--- src/sam_pkg.sv ---
// ----------------------------------------------------------------------------
// sam_pkg
// Shared types and constants for the sensor alarm monitor: alarm modes,
// register map, sample layout and threshold settings.
// ----------------------------------------------------------------------------
`timescale 1ns / 1ps
`default_nettype none

package sam_pkg;

  // samples forced to normal after reset, and fixed hysteresis bands
  localparam int START_SAMPLES = 10;
  localparam int TEMP_BAND     = 50;
  localparam int HUMID_HYST    = 50;

  localparam int SETTLE_W = 4;
  localparam int ADDR_W   = 5;
  localparam int DATA_W   = 32;

  typedef enum logic [1:0] {
    MODE_NORMAL  = 2'd0,
    MODE_WARNING = 2'd1,
    MODE_FAULT   = 2'd2,
    MODE_ERROR   = 2'd3
  } mode_t;

  typedef enum logic [2:0] {
    REG_VOLT_LOW   = 3'd0,
    REG_VOLT_HIGH  = 3'd1,
    REG_CURR_HIGH  = 3'd2,
    REG_TEMP_HIGH  = 3'd3,
    REG_HUMID_LOW  = 3'd4,
    REG_HUMID_HIGH = 3'd5,
    REG_VOLT_MARG  = 3'd6,
    REG_CURR_MARG  = 3'd7
  } reg_idx_t;

  // volt in the lowest bits, humid in the highest
  typedef struct packed {
    logic        [9:0]  humid;
    logic signed [11:0] temp;
    logic        [15:0] curr;
    logic        [15:0] volt;
  } sample_t;

  localparam int SAMPLE_W = $bits(sample_t);

  typedef struct packed {
    logic        [15:0] volt_low_limit;
    logic        [15:0] volt_high_limit;
    logic        [15:0] curr_high_limit;
    logic signed [11:0] temp_high_limit;
    logic        [9:0]  humid_low_limit;
    logic        [9:0]  humid_high_limit;
    logic        [15:0] volt_margin;
    logic        [15:0] curr_margin;
  } cfg_t;

  typedef struct packed {
    logic warn;
    logic fault;
  } flags_t;

  localparam logic [15:0] VOLT_LOW_RST   = 16'd10000;
  localparam logic [15:0] VOLT_HIGH_RST  = 16'd14000;
  localparam logic [15:0] CURR_HIGH_RST  = 16'd5000;
  localparam logic [11:0] TEMP_HIGH_RST  = 12'd600;
  localparam logic [9:0]  HUMID_LOW_RST  = 10'd200;
  localparam logic [9:0]  HUMID_HIGH_RST = 10'd800;
  localparam logic [15:0] VOLT_MARG_RST  = 16'd500;
  localparam logic [15:0] CURR_MARG_RST  = 16'd500;

endpackage

`default_nettype wire

--- src/sam_threshold.sv ---
// ----------------------------------------------------------------------------
// sam_threshold
// Comparator bank: checks one sample against the warning limits and the
// fault limits (warning limits widened by margin, band or hysteresis) on all channels.
// ----------------------------------------------------------------------------
`timescale 1ns / 1ps
`default_nettype none

module sam_threshold (
  input  wire sam_pkg::sample_t sample,
  input  wire sam_pkg::cfg_t    cfg,
  output sam_pkg::flags_t       flags
);

  localparam logic signed [12:0] TEMP_BAND_S  = 13'(sam_pkg::TEMP_BAND);
  localparam logic signed [11:0] HUMID_HYST_S = 12'(sam_pkg::HUMID_HYST);

  // widened so that limit minus margin and limit plus margin cannot wrap
  logic signed [17:0] v_s, vl_s, vh_s, vm_s, i_s, ch_s, cm_s;
  logic signed [12:0] t_s, th_s;
  logic signed [11:0] h_s, hl_s, hh_s;

  logic volt_warn, volt_fault, curr_warn, curr_fault;
  logic temp_warn, temp_fault, humid_warn, humid_fault;

  assign v_s  = $signed({2'b00, sample.volt});
  assign vl_s = $signed({2'b00, cfg.volt_low_limit});
  assign vh_s = $signed({2'b00, cfg.volt_high_limit});
  assign vm_s = $signed({2'b00, cfg.volt_margin});
  assign i_s  = $signed({2'b00, sample.curr});
  assign ch_s = $signed({2'b00, cfg.curr_high_limit});
  assign cm_s = $signed({2'b00, cfg.curr_margin});
  assign t_s  = $signed({sample.temp[11], sample.temp});
  assign th_s = $signed({cfg.temp_high_limit[11], cfg.temp_high_limit});
  assign h_s  = $signed({2'b00, sample.humid});
  assign hl_s = $signed({2'b00, cfg.humid_low_limit});
  assign hh_s = $signed({2'b00, cfg.humid_high_limit});

  assign volt_warn   = (v_s < vl_s) || (v_s > vh_s);
  assign volt_fault  = (v_s < (vl_s - vm_s)) || (v_s > (vh_s + vm_s));
  assign curr_warn   = i_s > ch_s;
  assign curr_fault  = i_s > (ch_s + cm_s);
  assign temp_warn   = t_s > th_s;
  assign temp_fault  = t_s > (th_s + TEMP_BAND_S);
  assign humid_warn  = (h_s < hl_s) || (h_s > hh_s);
  assign humid_fault = (h_s < (hl_s - HUMID_HYST_S)) || (h_s > (hh_s + HUMID_HYST_S));

  assign flags.warn  = volt_warn || curr_warn || temp_warn || humid_warn;
  assign flags.fault = volt_fault || curr_fault || temp_fault || humid_fault;

endmodule

`default_nettype wire

--- src/sensor_alarm_monitor_unit.sv ---
// ----------------------------------------------------------------------------
// sensor_alarm_monitor_unit
// Takes one sensor sample or heartbeat timeout per transfer and returns the
// alarm mode with its lamp and buzzer outputs. One item is accepted every
// clock cycle while the input is not stalled; each result passes through
// the input register and is then held in the alarm state register, which
// also serves as the output register. Back-pressure on the result side
// stalls the input side only once both registers are full. The
// first ten samples after reset report normal; a timeout reports error at
// once, and the next settled sample returns to normal. Thresholds are set
// through the APB port and should be written while no transfer is in flight.
// ----------------------------------------------------------------------------
`timescale 1ns / 1ps
`default_nettype none

module sensor_alarm_monitor_unit (
  input  wire                         clk,
  input  wire                         rst,
  // slave side
  input  wire                         s_tvalid,
  output logic                        s_tready,
  input  wire  [55:0]                 s_tdata,   // volt[15:0] curr[31:16] temp[43:32]
                                                 // humid[53:44], zero pad[55:54]
  input  wire                         s_tuser,   // req_type: 1 heartbeat timeout
  // master side
  output logic                        m_tvalid,
  input  wire                         m_tready,
  output logic [7:0]                  m_tdata,   // mode[1:0] led_on[2] beeper_on[3]
                                                 // zero pad[7:4]
  // configuration
  input  wire                         psel,
  input  wire                         penable,
  input  wire                         pwrite,
  input  wire  [sam_pkg::ADDR_W-1:0]  paddr,
  input  wire  [sam_pkg::DATA_W-1:0]  pwdata,
  output logic [sam_pkg::DATA_W-1:0]  prdata,
  output logic                        pready
);

  localparam logic [sam_pkg::SETTLE_W-1:0] SETTLE_DONE =
    sam_pkg::SETTLE_W'(sam_pkg::START_SAMPLES);

  // configuration registers
  sam_pkg::cfg_t     cfg;
  sam_pkg::reg_idx_t reg_idx;
  logic              cfg_write;

  // input register
  logic              in_valid;
  logic              in_type;
  sam_pkg::sample_t  in_sample;

  // state / output register
  logic                         out_valid;
  sam_pkg::mode_t               alarm_mode, alarm_mode_next;
  logic [sam_pkg::SETTLE_W-1:0] settle_count, settle_count_next;

  logic             out_free;
  logic             advance;
  logic             led_on, beeper_on;
  sam_pkg::flags_t  flags;

  assign pready    = 1'b1;
  assign reg_idx   = sam_pkg::reg_idx_t'(paddr[4:2]);
  assign cfg_write = psel && penable && pwrite && pready;

  always_ff @(posedge clk) begin
    if (rst) begin
      cfg.volt_low_limit   <= sam_pkg::VOLT_LOW_RST;
      cfg.volt_high_limit  <= sam_pkg::VOLT_HIGH_RST;
      cfg.curr_high_limit  <= sam_pkg::CURR_HIGH_RST;
      cfg.temp_high_limit  <= sam_pkg::TEMP_HIGH_RST;
      cfg.humid_low_limit  <= sam_pkg::HUMID_LOW_RST;
      cfg.humid_high_limit <= sam_pkg::HUMID_HIGH_RST;
      cfg.volt_margin      <= sam_pkg::VOLT_MARG_RST;
      cfg.curr_margin      <= sam_pkg::CURR_MARG_RST;
    end else if (cfg_write) begin
      case (reg_idx)
        sam_pkg::REG_VOLT_LOW:   cfg.volt_low_limit   <= pwdata[15:0];
        sam_pkg::REG_VOLT_HIGH:  cfg.volt_high_limit  <= pwdata[15:0];
        sam_pkg::REG_CURR_HIGH:  cfg.curr_high_limit  <= pwdata[15:0];
        sam_pkg::REG_TEMP_HIGH:  cfg.temp_high_limit  <= pwdata[11:0];
        sam_pkg::REG_HUMID_LOW:  cfg.humid_low_limit  <= pwdata[9:0];
        sam_pkg::REG_HUMID_HIGH: cfg.humid_high_limit <= pwdata[9:0];
        sam_pkg::REG_VOLT_MARG:  cfg.volt_margin      <= pwdata[15:0];
        sam_pkg::REG_CURR_MARG:  cfg.curr_margin      <= pwdata[15:0];
        default: ;
      endcase
    end
  end

  always_comb begin
    case (reg_idx)
      sam_pkg::REG_VOLT_LOW:   prdata = 32'(cfg.volt_low_limit);
      sam_pkg::REG_VOLT_HIGH:  prdata = 32'(cfg.volt_high_limit);
      sam_pkg::REG_CURR_HIGH:  prdata = 32'(cfg.curr_high_limit);
      sam_pkg::REG_TEMP_HIGH:  prdata = {20'd0, cfg.temp_high_limit};
      sam_pkg::REG_HUMID_LOW:  prdata = 32'(cfg.humid_low_limit);
      sam_pkg::REG_HUMID_HIGH: prdata = 32'(cfg.humid_high_limit);
      sam_pkg::REG_VOLT_MARG:  prdata = 32'(cfg.volt_margin);
      sam_pkg::REG_CURR_MARG:  prdata = 32'(cfg.curr_margin);
      default:                 prdata = '0;
    endcase
  end

  // pipeline handshake
  assign out_free = !out_valid || m_tready;
  assign advance  = in_valid && out_free;
  assign s_tready = !in_valid || out_free;

  always_ff @(posedge clk) begin
    if (rst) begin
      in_valid <= 1'b0;
    end else if (s_tvalid && s_tready) begin
      in_valid <= 1'b1;
    end else if (advance) begin
      in_valid <= 1'b0;
    end
  end

  always_ff @(posedge clk) begin
    if (s_tvalid && s_tready) begin
      in_type   <= s_tuser;
      in_sample <= sam_pkg::sample_t'(s_tdata[sam_pkg::SAMPLE_W-1:0]);
    end
  end

  sam_threshold u_threshold (
    .sample (in_sample),
    .cfg    (cfg),
    .flags  (flags)
  );

  // next state
  always_comb begin
    alarm_mode_next   = alarm_mode;
    settle_count_next = settle_count;
    if (advance) begin
      if (in_type) begin
        alarm_mode_next = sam_pkg::MODE_ERROR;
      end else if (settle_count < SETTLE_DONE) begin
        settle_count_next = settle_count + 1'b1;
        alarm_mode_next   = sam_pkg::MODE_NORMAL;
      end else begin
        case (alarm_mode)
          sam_pkg::MODE_NORMAL: begin
            if (flags.fault) begin
              alarm_mode_next = sam_pkg::MODE_FAULT;
            end else if (flags.warn) begin
              alarm_mode_next = sam_pkg::MODE_WARNING;
            end
          end
          sam_pkg::MODE_WARNING: begin
            if (flags.fault) begin
              alarm_mode_next = sam_pkg::MODE_FAULT;
            end else if (!flags.warn) begin
              alarm_mode_next = sam_pkg::MODE_NORMAL;
            end
          end
          sam_pkg::MODE_FAULT: begin
            if (!flags.fault) begin
              alarm_mode_next = flags.warn ? sam_pkg::MODE_WARNING : sam_pkg::MODE_NORMAL;
            end
          end
          default: alarm_mode_next = sam_pkg::MODE_NORMAL;
        endcase
      end
    end
  end

  always_ff @(posedge clk) begin
    if (rst) begin
      alarm_mode   <= sam_pkg::MODE_NORMAL;
      settle_count <= '0;
      out_valid    <= 1'b0;
    end else begin
      alarm_mode   <= alarm_mode_next;
      settle_count <= settle_count_next;
      if (advance) begin
        out_valid <= 1'b1;
      end else if (m_tready) begin
        out_valid <= 1'b0;
      end
    end
  end

  // outputs
  always_comb begin
    led_on    = alarm_mode != sam_pkg::MODE_NORMAL;
    beeper_on = (alarm_mode == sam_pkg::MODE_FAULT) || (alarm_mode == sam_pkg::MODE_ERROR);
    m_tvalid  = out_valid;
    m_tdata   = {4'b0000, beeper_on, led_on, alarm_mode};
  end

  a_timeout_error: assert property (@(posedge clk) disable iff (rst)
    advance && in_type |=> alarm_mode == sam_pkg::MODE_ERROR)
    else $error("timeout did not give error mode");

  a_settle_normal: assert property (@(posedge clk) disable iff (rst)
    advance && !in_type && settle_count < SETTLE_DONE |=> alarm_mode == sam_pkg::MODE_NORMAL)
    else $error("settling sample did not give normal mode");

  a_settle_bound: assert property (@(posedge clk) disable iff (rst)
    settle_count <= SETTLE_DONE)
    else $error("settle count ran past its limit");

  a_settle_hold: assert property (@(posedge clk) disable iff (rst)
    !advance |=> $stable(settle_count) && $stable(alarm_mode))
    else $error("state moved without a transfer");

  a_error_exit: assert property (@(posedge clk) disable iff (rst)
    advance && !in_type && alarm_mode == sam_pkg::MODE_ERROR |=>
      alarm_mode == sam_pkg::MODE_NORMAL)
    else $error("sample in error mode did not return to normal");

endmodule

`default_nettype wire
--- config.mk ---
export PLATFORM = sky130hd
export DESIGN_NAME = sensor_alarm_monitor_unit
export DESIGN_NICKNAME = d
export VERILOG_FILES = /design/src/sam_pkg.sv /design/src/sam_threshold.sv /design/src/sensor_alarm_monitor_unit.sv
export SDC_FILE = /design/constraint.sdc
export NUM_CORES = 1
export LEC_CHECK = 0
export ABC_AREA = 1
export BUFFER_PORTS_ARGS = -buffer_cell sky130_fd_sc_hd__buf_2
export CORE_UTILIZATION = 45
export DETAILED_ROUTE_END_ITERATION = 8
export GPL_ROUTABILITY_DRIVEN = 0
export GPL_TIMING_DRIVEN = 0
export HOLD_SLACK_MARGIN = 0.06
export SETUP_SLACK_MARGIN = 0.5
export SLEW_MARGIN = 20
export SYNTH_ARGS = -nofsm -noshare
export SYNTH_HDL_FRONTEND = slang
export SYNTH_SLANG_ARGS = --single-unit
--- constraint.sdc ---
create_clock -name clk -period 4.84 [get_ports clk]
set_input_delay 0.242 -clock clk [delete_from_list [all_inputs] [get_ports clk]]
set_output_delay 0.242 -clock clk [all_outputs]
set_load 0.005 [all_outputs]
==> results of run 1 <==
power breakdown:
group          switching, mW  total (mW)  internal (mW)
Clock                  0.678        1.45          0.774
Combinational          0.336       0.579          0.242
Sequential            0.0436        1.60           1.56
Total                   1.06        3.63           2.58
layout by cell type (no fill, tap or decap), drive strengths merged, types with 3 or more instances in the layout:
cell type / instances
buf: 131
o21bai: 8
dfxtp: 120
fa: 3
inv: 212
a21oi: 201
a31oi: 9
xor2: 38
nor2: 100
nand2: 299
o21a: 8
conb: 21
a221oi: 15
a21o: 9
nand3b: 4
o21ai: 121
o22ai: 25
nand3: 50
or2: 3
xnor2: 22
edfxtp: 55
clkbuf: 49
nand4: 14
o211ai: 29
ha: 207
a21boi: 3
nor3: 24
dlygate4sd3: 55
worst paths after layout:
kind | startpoint | end | slack [ns] | cells past startpoint
min reg2reg | settle_count[3] | settle_count[3] | 0.48 | 2
max reg2reg | cfg[17] | alarm_mode[1] | 0.85 | 26
min | m_tready | m_tvalid | 0.08 | 4
max | cfg[17] | alarm_mode[1] | 0.85 | 26
cell families after synthesis:
family,count (synthesis),synth area share (%)
and+or+nand+nor,497,16.4
AOI/OAI and AO/OA,434,19.0
buffers and inverters,262,8.45
adders and majority gates,210,20.6
DFF,175,31.4
xor gates and xnor gates,60,4.08
other,2,0.0583
tightest hold or removal path, cell delays in order:
cell     delay (ns)
buf_2          0.07
inv_1          0.04
nand2_1        0.07
a21oi_1        0.06
area by class of cell:
| class | count | area share (%) |
|---|---|---|
| Multi-Input combinational cell | 1222 | 52.0 |
| Sequential cell | 175 | 26.7 |
| Timing Repair Buffer | 158 | 7.11 |
| Inverter | 204 | 5.14 |
| Tap cell | 378 | 3.11 |
| Clock buffer | 19 | 3.05 |
| Buffer | 58 | 2.04 |
| Clock inverter | 13 | 0.889 |
registers in the layout, indices dropped and copies added (netlist names):
signal and cells:
in_type 1, m_tvalid 1, in_sample 54, alarm_mode 2, settle_count 4, cfg 112, in_valid 1
metal layers:
metal | vias to the layer above | part of all wire [%] | track usage, %
li1 | 6005 | - | -
met4 | 0 | 2.8 | 9.51
met2 | 391 | 44 | 44.7
met1 | 5305 | 47 | 37.4
met3 | 74 | 6.9 | 4.69
met5 | - | 0 | 0
stage by stage:
| step | setup slack (ns) | cells | hold WS [ns] |
|---|---|---|---|
| finish | 0.845 | 2227 | 0.0787 |
| global route | 0.514 | 2227 | 0.0900 |
| CTS | 0.582 | 2227 | 0.0643 |
| detailed placement | 0.507 | 2140 | 0.420 |
| global placement | 0.677 | 2139 | 0.418 |
| floorplan | 1.63 | 1659 | 0.341 |
repair_timing:
item,in CTS,in global routing
pin swaps,0,2
endpoints found under the hold margin,55,0
endpoints found under the setup margin,1,2
cloned,0,0
hold buffers,55,0
resized for setup,1,13
==> metrics.yaml, run 1 <==
cells_and_area:
  area_growth_syn_to_layout_pct: 17.9
  nFillCells: 2698
  final_core_util_pct: 54.3
  final_layout_size_suffix_gt1_share_pct: 12.0
  fin_area_um2: 15200
  ff_latch_area_um2: 4060
  multiInputGateArea_um2: 7900
  final_nets: 2147
  insertedDiodeCount: 0
sta:
  final.setup.tns_ns: 0
  relSlewSlack_pct: 40.7
  min_period_ns: 3.99
  finalSetupViolCount: 0
  period_share_pct: 82.5
  drv_slew: 0
  fmax_ghz: 0.250
  rsz0062_at_grt: "false"
  skew_ns: 0.0125
  worstMarginPinSlew_ns: 0.890
  hold_viol: 0
drt:
  wirelength_um: 39200
  first_pass_iters: 8
  postRouteAntennaNets: 0
  drtIter0Drc: 1049
  routedWlPerCell_um: 17.6
  vias: 11800
  viasPerCell: 5.29
  drc: 0
synth:
  synth_area_per_cell_um2: 7.86
  yosysMostFrequentCell: "nand2_1"
  yosysSeqAreaShare_pct: 31.4
  syn_inst: 1640
  synth_edf_count: 55
  yosysTopAreaCell: "ha_1"
  ys_types: 50
  synth_area_leaders: "ha_1 (20%), dfxtp_1 (19%), edfxtp_1 (13%)"
  syn-cell-area_um2: 12900
  ys_warn_count: 0
  ys_ff_latch: 175
  ys_async_sr_fraction_pct: 0
  synth_common_cells: "nand2_1 (295), ha_1 (207), a21oi_1 (200), inv_1 (182), dfxtp_1 (120)"
  synthFlopType: "dfxtp_1"
  synth_top_cell_area_share_pct: 20.1
power_and_ir_drop:
  ir_drop_uv: 233
  leakagePower_nw: 7.10
  power_density_nw_per_um2: 239
  finalPower_mw: 3.63
setup_path:
  crit_type: "register to register"
  critPathBufInv: 2
  crit_family: "simple AND/OR/NAND/NOR gates"
  crit_arrival_ns: 4.35
  cp_common_cell: "nand2_1"
  worstPathRequired_ns: 5.19
  slowest_stage: "dfxtp_1"
  path_max_fanout: 4
  critical-path-max-stage-delay_ns: 0.46
  worst_setup_path_end_kind: "register"
  startpoint_type: "register"
clocking:
  clock_path_buffers: 2
  cts.reportedPaths.clkPinSlew_ns: 0.08
  clock-sinks: 175
  cts_buffers: 17
  cts_tree: "done"
  post_cts_buffers: 0
  cts.htree.levels: 4
  root_buffer: "clkbuf_16"
  clock_insertion_delay_worst_skew_ns: 0.45
grt:
  antenna_found_initial: 0
  grt_pass1_vias: 11300
  grt_pass1_wl_um: 61500
  grt_use_total_pct: 27.7
  grt_start_max_net_pins: 39
  grt-ovfl-total: 0
floorplanning:
  row_count: 61
  die_area_um2: 29300
  die_w_um: 171
  die_h_um: 171
  floorplan.initialDensity_pct: 46.0
  ios: 144
  core_um2: 28000
placement:
  hpwlAfterDp_um: 31500
  portBuffers: 102
  dpl_cell_area_um2: 14000
job:
  drv_cap: 0
min_path:
  hp-class: "input pin to register"
run_status:
  outcome: "complete, no violations"
Power figures use the tool's default switching activity.
==> inputs of run 2 (changes only) <==
Settings changed: ABC_AREA 1 to 0.
Clock period 4.84 ns to 4.2 ns, I/O delays scaled along.
==> run 2 against run 1 <==
Die area is 1.7% higher. Synthesized cell count is 4.7% lower. Power is 14% higher. Non-clock buffer count is 25 higher. Clock-buffer cell count stayed put. Combinational power is 7.1% higher. Area after synthesis is 1.7% higher. The flow now finishes with violations (negative setup slack). Sequential share of layout area is 0.59 points lower. Fmax is 11% lower. Core utilization is 0.069 points higher. Register-to-register slack worse by 1.1 ns. Critical path depth is 4 lower.
==> metrics.yaml, run 2 <==
sta:
  relSlewSlack_pct: 37.9  # was 40.7%
  final.setup.tns_ns: -0.529  # was 0 ns
  finalSetupViolCount: 2  # was 0
  drv_slew: 0  # unchanged
  setup_ws_ns: -0.292  # was 0.845 ns
  fmax_ghz: 0.223  # was 0.250 GHz
  period_share_pct: 107  # was 82.5%
  skew_ns: 0.0220  # was 0.0125 ns
  hold_viol: 0  # unchanged
  min_period_ns: 4.49  # was 3.99 ns
  rsz0062_at_grt: "true"  # was false
  worstMarginPinSlew_ns: 0.930  # was 0.890 ns
floorplanning:
  die_area_um2: 29800  # was 29300 um2
  die_h_um: 173  # was 171 um
  core_um2: 28700  # was 28000 um2
  row_count: 62  # was 61
  die_w_um: 173  # was 171 um
  ios: 144  # unchanged
  floorplan.initialDensity_pct: 45.7  # was 46.0%
setup_path:
  crit_arrival_ns: 4.89  # was 4.35 ns
  worst_setup_path_end_kind: "register"  # unchanged
  worstPathRequired_ns: 4.60  # was 5.19 ns
  critical-path-max-stage-delay_ns: 0.42  # was 0.46 ns
  path_cells: "ha_4 > fa_2 > a211oi_4 > nor2_2 > nor4_4 > o31ai_2 > o21a_1 > o21a_1 > o21ai_2 > nand2b_1 > a21oi_2 > xor2_1 > ha_2 > o21a_1 > o22ai_2 > a2111oi_4 > nand4_1 > and4_1 > buf_6 > nor2_1 > or4_1 > a21oi_1"
  crit_type: "register to register"  # unchanged
  reg2reg_to: "alarm_mode[0]"  # was alarm_mode[1]
  r2r_setup_slack_ns: -0.29  # was 0.85 ns
  startpoint_type: "register"  # unchanged
  setup.worst_path.start: "cfg[0]"  # was cfg[17]
  path_max_fanout: 5  # was 4
  slowest_stage: "or4_1"  # was dfxtp_1
  r2r-start: "cfg[0]"  # was cfg[17]
  r2r_cells: 22  # was 26
  cp_common_cell: "o21a_1"  # was nand2_1
cells_and_area:
  final_layout_size_suffix_gt1_share_pct: 12.2  # was 12.0%
  area_growth_syn_to_layout_pct: 18.9  # was 17.9%
  final_cell_mix: "nand2_1 (231), ha_1 (205), a21oi_1 (159), inv_1 (118), dfxtp_1 (112)"  # was nand2_1 (294), ha_1 (203), a21oi_1 (200), inv_1 (181), dfxtp_1 (117)
  largest_register: "cfg"  # unchanged
  final_nets: 2072  # was 2147
  stdcell_count: 2158  # was 2227
  final_common_cell: "nand2_1"  # unchanged
  reg_top3: "cfg (112), in_sample (54), settle_count (4)"  # unchanged
  insertedDiodeCount: 0  # unchanged
  largest_reg_flops: 112  # unchanged
run_status:
  violations: "negative setup slack"
  outcome: "complete, but fails checks"  # was complete, no violations
power_and_ir_drop:
  pwr-share-clk_pct: 40.3  # was 40.0%
  p_sw_share_pct: 29.8  # was 29.1%
  finalPower_mw: 4.12  # was 3.63 mW
  power.internal_mw: 2.90  # was 2.58 mW
  power_frac_seq_pct: 44.7  # was 44.1%
  leakagePower_nw: 6.51  # was 7.10 nW
  p_comb_share_pct: 15.0  # was 15.9%
  power_density_nw_per_um2: 264  # was 239 nW/um2
  switchingPower_mw: 1.23  # was 1.06 mW
  ir_drop_uv: 257  # was 233 uV
synth:
  syn-cell-area_um2: 13100  # was 12900 um2
  yosysMostFrequentCell: "nand2_1"  # unchanged
  synth_top_cell_area_share_pct: 19.7  # was 20.1%
  synth_area_per_cell_um2: 8.39  # was 7.86 um2
  yosysSeqAreaShare_pct: 30.9  # was 31.4%
  synth_edf_count: 55  # unchanged
  ys_ff_latch: 175  # unchanged
  synthFlopType: "dfxtp_1"  # unchanged
  ys_warn_count: 0  # unchanged
  yosysTopAreaCell: "ha_1"  # unchanged
  syn_inst: 1563  # was 1640
  ys_async_sr_fraction_pct: 0  # unchanged
  ys_types: 62  # was 50
  synth_area_leaders: "ha_1 (20%), dfxtp_1 (18%), edfxtp_1 (13%)"  # was ha_1 (20%), dfxtp_1 (19%), edfxtp_1 (13%)
  synth_common_cells: "nand2_1 (231), ha_1 (207), a21oi_1 (164), dfxtp_1 (120), inv_1 (118)"  # was nand2_1 (295), ha_1 (207), a21oi_1 (200), inv_1 (182), dfxtp_1 (120)
clocking:
  cts_tree: "done"  # unchanged
  clock-sinks: 175  # unchanged
  root_buffer: "clkbuf_16"  # unchanged
  clock_insertion_delay_worst_skew_ns: 0.46  # was 0.45 ns
  cts.reportedPaths.clkPinSlew_ns: 0.09  # was 0.08 ns
  cts_buffers: 17  # unchanged
  clock_path_buffers: 2  # unchanged
  cts.htree.levels: 4  # unchanged
drt:
  wirelength_um: 41300  # was 39200 um
  drtIter0Drc: 906  # was 1049
  vias: 12000  # was 11800
  top_layer: "met5"  # was met4
  met1_length_um: 18500  # was 18200 um
  first_pass_iters: 5  # was 8
  wl_met2_um: 19100  # was 17100 um
  postRouteAntennaNets: 0  # unchanged
  wl_met3_um: 2140  # was 2710 um
  routedWlPerCell_um: 19.1  # was 17.6 um
  viasPerCell: 5.57  # was 5.29
  drc: 0  # unchanged
min_path:
  hp-class: "input pin to register"  # unchanged
  worstHoldPathCells: 3  # was 4
  min_to: "cfg[27]"  # was m_tvalid
  min_from: "pwdata[11]"  # was m_tready
grt:
  grt_pass1_wl_um: 63400  # was 61500 um
  grt_pass1_vias: 11700  # was 11300
  grt_start_max_net_pins: 39  # unchanged
  grt_use_total_pct: 27.5  # was 27.7%
  antenna_found_initial: 1  # was 0
  grt-ovfl-total: 0  # unchanged
job:
  drv_cap: 0  # unchanged
placement:
  hpwlAfterDp_um: 32500  # was 31500 um
  portBuffers: 89  # was 102
  dp.cells: 2056  # was 2140
-- run 2: changes by cell type after synthesis, sizes merged, moves of 18 or more --
cell and change:
clkbuf +22, a211o +36, xnor2 +18, mux2i +22
o21ai -49, inv -84, a21oi -37, o22ai -18
o211ai -21, nand2 -68
-- run 2: metrics by stage --
step | util [%] | instance area, um2 | hold slack [ns] | worst slack, ns
after global placement | 49.3 | 14200 | 0.386 | -0.853
after global routing | 54.4 | 15600 | 0.0925 | -0.487
final | 54.4 | 15600 | 0.111 | -0.292
after detailed placement | 49.4 | 14200 | 0.388 | -0.923
after CTS | 54.1 | 15500 | 0.0926 | -0.238
after floorplan | - | 13200 | 0.309 | -0.0183
-- run 2: critical path: cells and delay by family (launching register included) --
kind	cells	cell delay, ns
AOI/OAI and AO/OA	10	1.56
and+or+nand+nor	7	1.35
buffers and inverters	1	0.13
adders and majority gates	3	0.83
xor gates and xnor gates	1	0.18
DFF	1	0.37
-- run 2: final cells by class --
class                      count  area, um2
tap                          384        480
clock buffer                  19        454
multi-input combinational   1207       8460
inverter                     119        447
sequential                   175       4070
clock inverter                13        136
fill                        2732      13100
buffer                        81        410
timing repair buffer         160       1140
-- run 2: worst max path at each step --
| stage | endpoint | depth (start not counted) |
|---|---|---|
| CTS | alarm_mode[0] | 23 |
| detailed placement | alarm_mode[0] | 23 |
| global route | alarm_mode[0] | 23 |
| floorplan | alarm_mode[0] | 23 |
| global placement | alarm_mode[0] | 23 |
| finish | alarm_mode[0] | 22 |
-- run 2: cell families after synthesis --
| kind of cell | share of synthesized area, % |
|---|---|
| and+or+nand+nor | 16.7 |
| AOI/OAI and AO/OA | 19.4 |
| adders and majority gates | 20.2 |
| buffers and inverters | 6.51 |
| DFF | 30.9 |
| xor gates and xnor gates | 4.07 |
| muxes | 2.19 |
| other | 0.0573 |
-- run 2: power by group through the flow --
stage	logic [mW]	clock network, mW	registers (mW)
floorplan	0.367	0	1.86
global placement	0.540	0	1.89
detailed placement	0.556	0	1.88
CTS	0.611	1.67	1.84
global route	0.683	1.74	1.85
finish	0.620	1.66	1.84
-- run 2: metal layers --
layer | vias to the layer above | global-route usage [%]
met4 | 2 | 11.3
met3 | 85 | 3.85
li1 | 5950 | -
met5 | - | 0
met1 | 5604 | 35.5
met2 | 387 | 46.3
-- run 2: what timing repair did --
item                                   in CTS  in global routing
pin swaps                                  22                  6
gates resized for setup                    36                  8
buffers inserted                            7                  2
hold buffers                               61                  0
endpoints found under the hold margin      71                  0
setup endpoints to repair                   2                  2
cloned                                      0                  0
==> inputs of run 3 (changes only) <==
==> constraint.sdc (replaced) <==
create_clock -name clk -period 4.2 [get_ports clk]
set_input_delay 0 -clock clk [delete_from_list [all_inputs] [get_ports clk]]
set_output_delay 0 -clock clk [all_outputs]
set_load 0.005 [all_outputs]
==> run 3 against run 2 <==
Largest power group unchanged. The flow still finishes with violations (negative setup slack). Sequential cell count stayed put. Largest cell class unchanged. Hold slack worse by 0.035 ns. Power rose by 0.15%.
==> metrics.yaml, run 3 (synthesis results as in run 2) <==
floorplanning:
  core_um2: 28700  # unchanged
  die_area_um2: 29800  # unchanged
  die_h_um: 173  # unchanged
  row_count: 62  # unchanged
  ios: 144  # unchanged
  die_w_um: 173  # unchanged
  floorplan.initialDensity_pct: 45.7  # unchanged
clocking:
  cts.htree.levels: 4  # unchanged
  cts_tree: "done"  # unchanged
  clock_path_buffers: 2  # unchanged
  clock_insertion_delay_worst_skew_ns: 0.45  # was 0.46 ns
  cts_buffers: 17  # unchanged
  clock-sinks: 175  # unchanged
  cts.reportedPaths.clkPinSlew_ns: 0.08  # was 0.09 ns
  root_buffer: "clkbuf_16"  # unchanged
placement:
  hpwlAfterDp_um: 32500  # unchanged
  portBuffers: 89  # unchanged
  dpl_cell_area_um2: 14200  # unchanged
  place_ws_ns: -0.923  # unchanged
min_path:
  hp-class: "input pin to register"  # unchanged
  worstHoldPathCells: 4  # was 3
setup_path:
  slowest_stage: "or4_1"  # unchanged
  path_max_fanout: 5  # unchanged
  startpoint_type: "register"  # unchanged
  crit_arrival_ns: 4.88  # was 4.89 ns
  worst_setup_path_end_kind: "register"  # unchanged
  critical-path-max-stage-delay_ns: 0.42  # about the same
  cp_common_cell: "o21a_1"  # unchanged
  worstPathRequired_ns: 4.59  # was 4.60 ns
  r2r_cells: 22  # unchanged
  path_cells: "ha_4 > fa_2 > a211oi_4 > nor2_2 > nor4_4 > o31ai_2 > o21a_1 > o21a_1 > o21ai_2 > nand2b_1 > a21oi_2 > xor2_1 > ha_2 > o21a_1 > o22ai_2 > a2111oi_4 > nand4_1 > and4_1 > buf_6 > nor2_1 > or4_1 > a21oi_1"  # unchanged
  crit_type: "register to register"  # unchanged
sta:
  finalSetupViolCount: 2  # unchanged
  setup_ws_ns: -0.292  # about the same
  drv_slew: 0  # unchanged
  worstMarginPinSlew_ns: 0.889  # was 0.930 ns
  relSlewSlack_pct: 40.6  # was 37.9%
  period_share_pct: 107  # about the same
  skew_ns: 0.0206  # was 0.0220 ns
  hold_viol: 0  # unchanged
  final.setup.tns_ns: -0.532  # was -0.529 ns
  fmax_ghz: 0.223  # about the same
  rsz0062_at_grt: "true"  # unchanged
  min_period_ns: 4.49  # about the same
power_and_ir_drop:
  leakagePower_nw: 6.57  # was 6.51 nW
  power_density_nw_per_um2: 262  # was 264 nW/um2
  ir_drop_uv: 257  # about the same
drt:
  viasPerCell: 5.56  # was 5.57
  vias: 12100  # was 12000
  routedWlPerCell_um: 19.1  # about the same
  drc: 0  # unchanged
  postRouteAntennaNets: 0  # unchanged
  drtIter0Drc: 955  # was 906
  first_pass_iters: 5  # unchanged
  wirelength_um: 41400  # was 41300 um
grt:
  grt_pass1_vias: 11800  # was 11700
  grt_start_max_net_pins: 39  # unchanged
  grt_pass1_wl_um: 63800  # was 63400 um
  grt_use_total_pct: 27.7  # was 27.5%
  grt-ovfl-total: 0  # unchanged
  antenna_found_initial: 1  # unchanged
cells_and_area:
  final_nets: 2086  # was 2072
  fin_area_um2: 15700  # was 15600 um2
  area_growth_syn_to_layout_pct: 20.0  # was 18.9%
  largest_register: "cfg"  # unchanged
  final_core_util_pct: 54.8  # was 54.4%
  final_cell_mix: "nand2_1 (231), ha_1 (205), a21oi_1 (159), inv_1 (118), dfxtp_1 (112)"  # unchanged
  final_layout_size_suffix_gt1_share_pct: 12.1  # was 12.2%
  reg_top3: "cfg (112), in_sample (54), settle_count (4)"  # unchanged
  insertedDiodeCount: 0  # unchanged
  largest_reg_flops: 112  # unchanged
  final_common_cell: "nand2_1"  # unchanged
run_status:
  violations: "negative setup slack"  # unchanged
  outcome: "complete, but fails checks"  # unchanged
job:
  drv_cap: 0  # unchanged
==> run 3: changes by cell type in the layout (fill, tap and decap cells not counted) <==
cell / change
dlygate4sd3_1: +14
==> run 3: metal layers <==
metal	track usage (%)	share of wire (%)	up-vias
li1	-	-	5981
met1	35.6	45	5645
met2	46.7	47	369
met3	3.78	5.3	83
met4	11.0	3.3	2
met5	0	0.019	-
==> run 3: worst paths after layout <==
kind / start / to / slack [ns]
hold / removal: paddr[4] / cfg[55] / 0.08
setup / recovery: cfg[0] / alarm_mode[0] / -0.29
hold reg to reg: settle_count[3] / settle_count[3] / 0.49
setup reg to reg: cfg[0] / alarm_mode[0] / -0.29
==> run 3: layout make-up <==
| cell class | count | area [um2] |
|---|---|---|
| Buffer | 81 | 410 |
| Clock buffer | 19 | 454 |
| Clock inverter | 13 | 136 |
| Fill cell | 2715 | 13000 |
| Inverter | 119 | 447 |
| Multi-Input combinational cell | 1207 | 8460 |
| Sequential cell | 175 | 4070 |
| Tap cell | 384 | 480 |
| Timing Repair Buffer | 174 | 1280 |
==> run 3: worst max-delay path, delay by kind of cell, from the launching register on <==
kind | cells | cell delay, ns
fa+ha+maj | 3 | 0.83
compound gates | 10 | 1.56
xor+xnor | 1 | 0.18
flops | 1 | 0.37
buf+inv | 1 | 0.13
simple gates | 7 | 1.35
==> run 3: repair_timing <==
action,in CTS,in global routing
resized for setup,36,8
endpoints found under the setup margin,2,2
endpoints found under the hold margin,169,0
pin swaps,22,6
setup buffers,7,2
cloned,0,0
hold buffers,75,0
==> run 3: power breakdown <==
group          total, mW  internal (mW)  switching (mW)
Combinational      0.630          0.283           0.347
Sequential          1.84           1.79          0.0539
Clock               1.66          0.833           0.824
==> run 3: metrics by stage <==
stage	std cells	hold slack, ns	total power, mW
2_1_floorplan	1582	0.0989	2.23
3_3_place_gp	2055	0.176	2.43
3_5_place_dp	2056	0.178	2.44
4_1_cts	2170	0.0611	4.14
5_1_grt	2172	0.0962	4.29
6_report	2172	0.0767	4.13
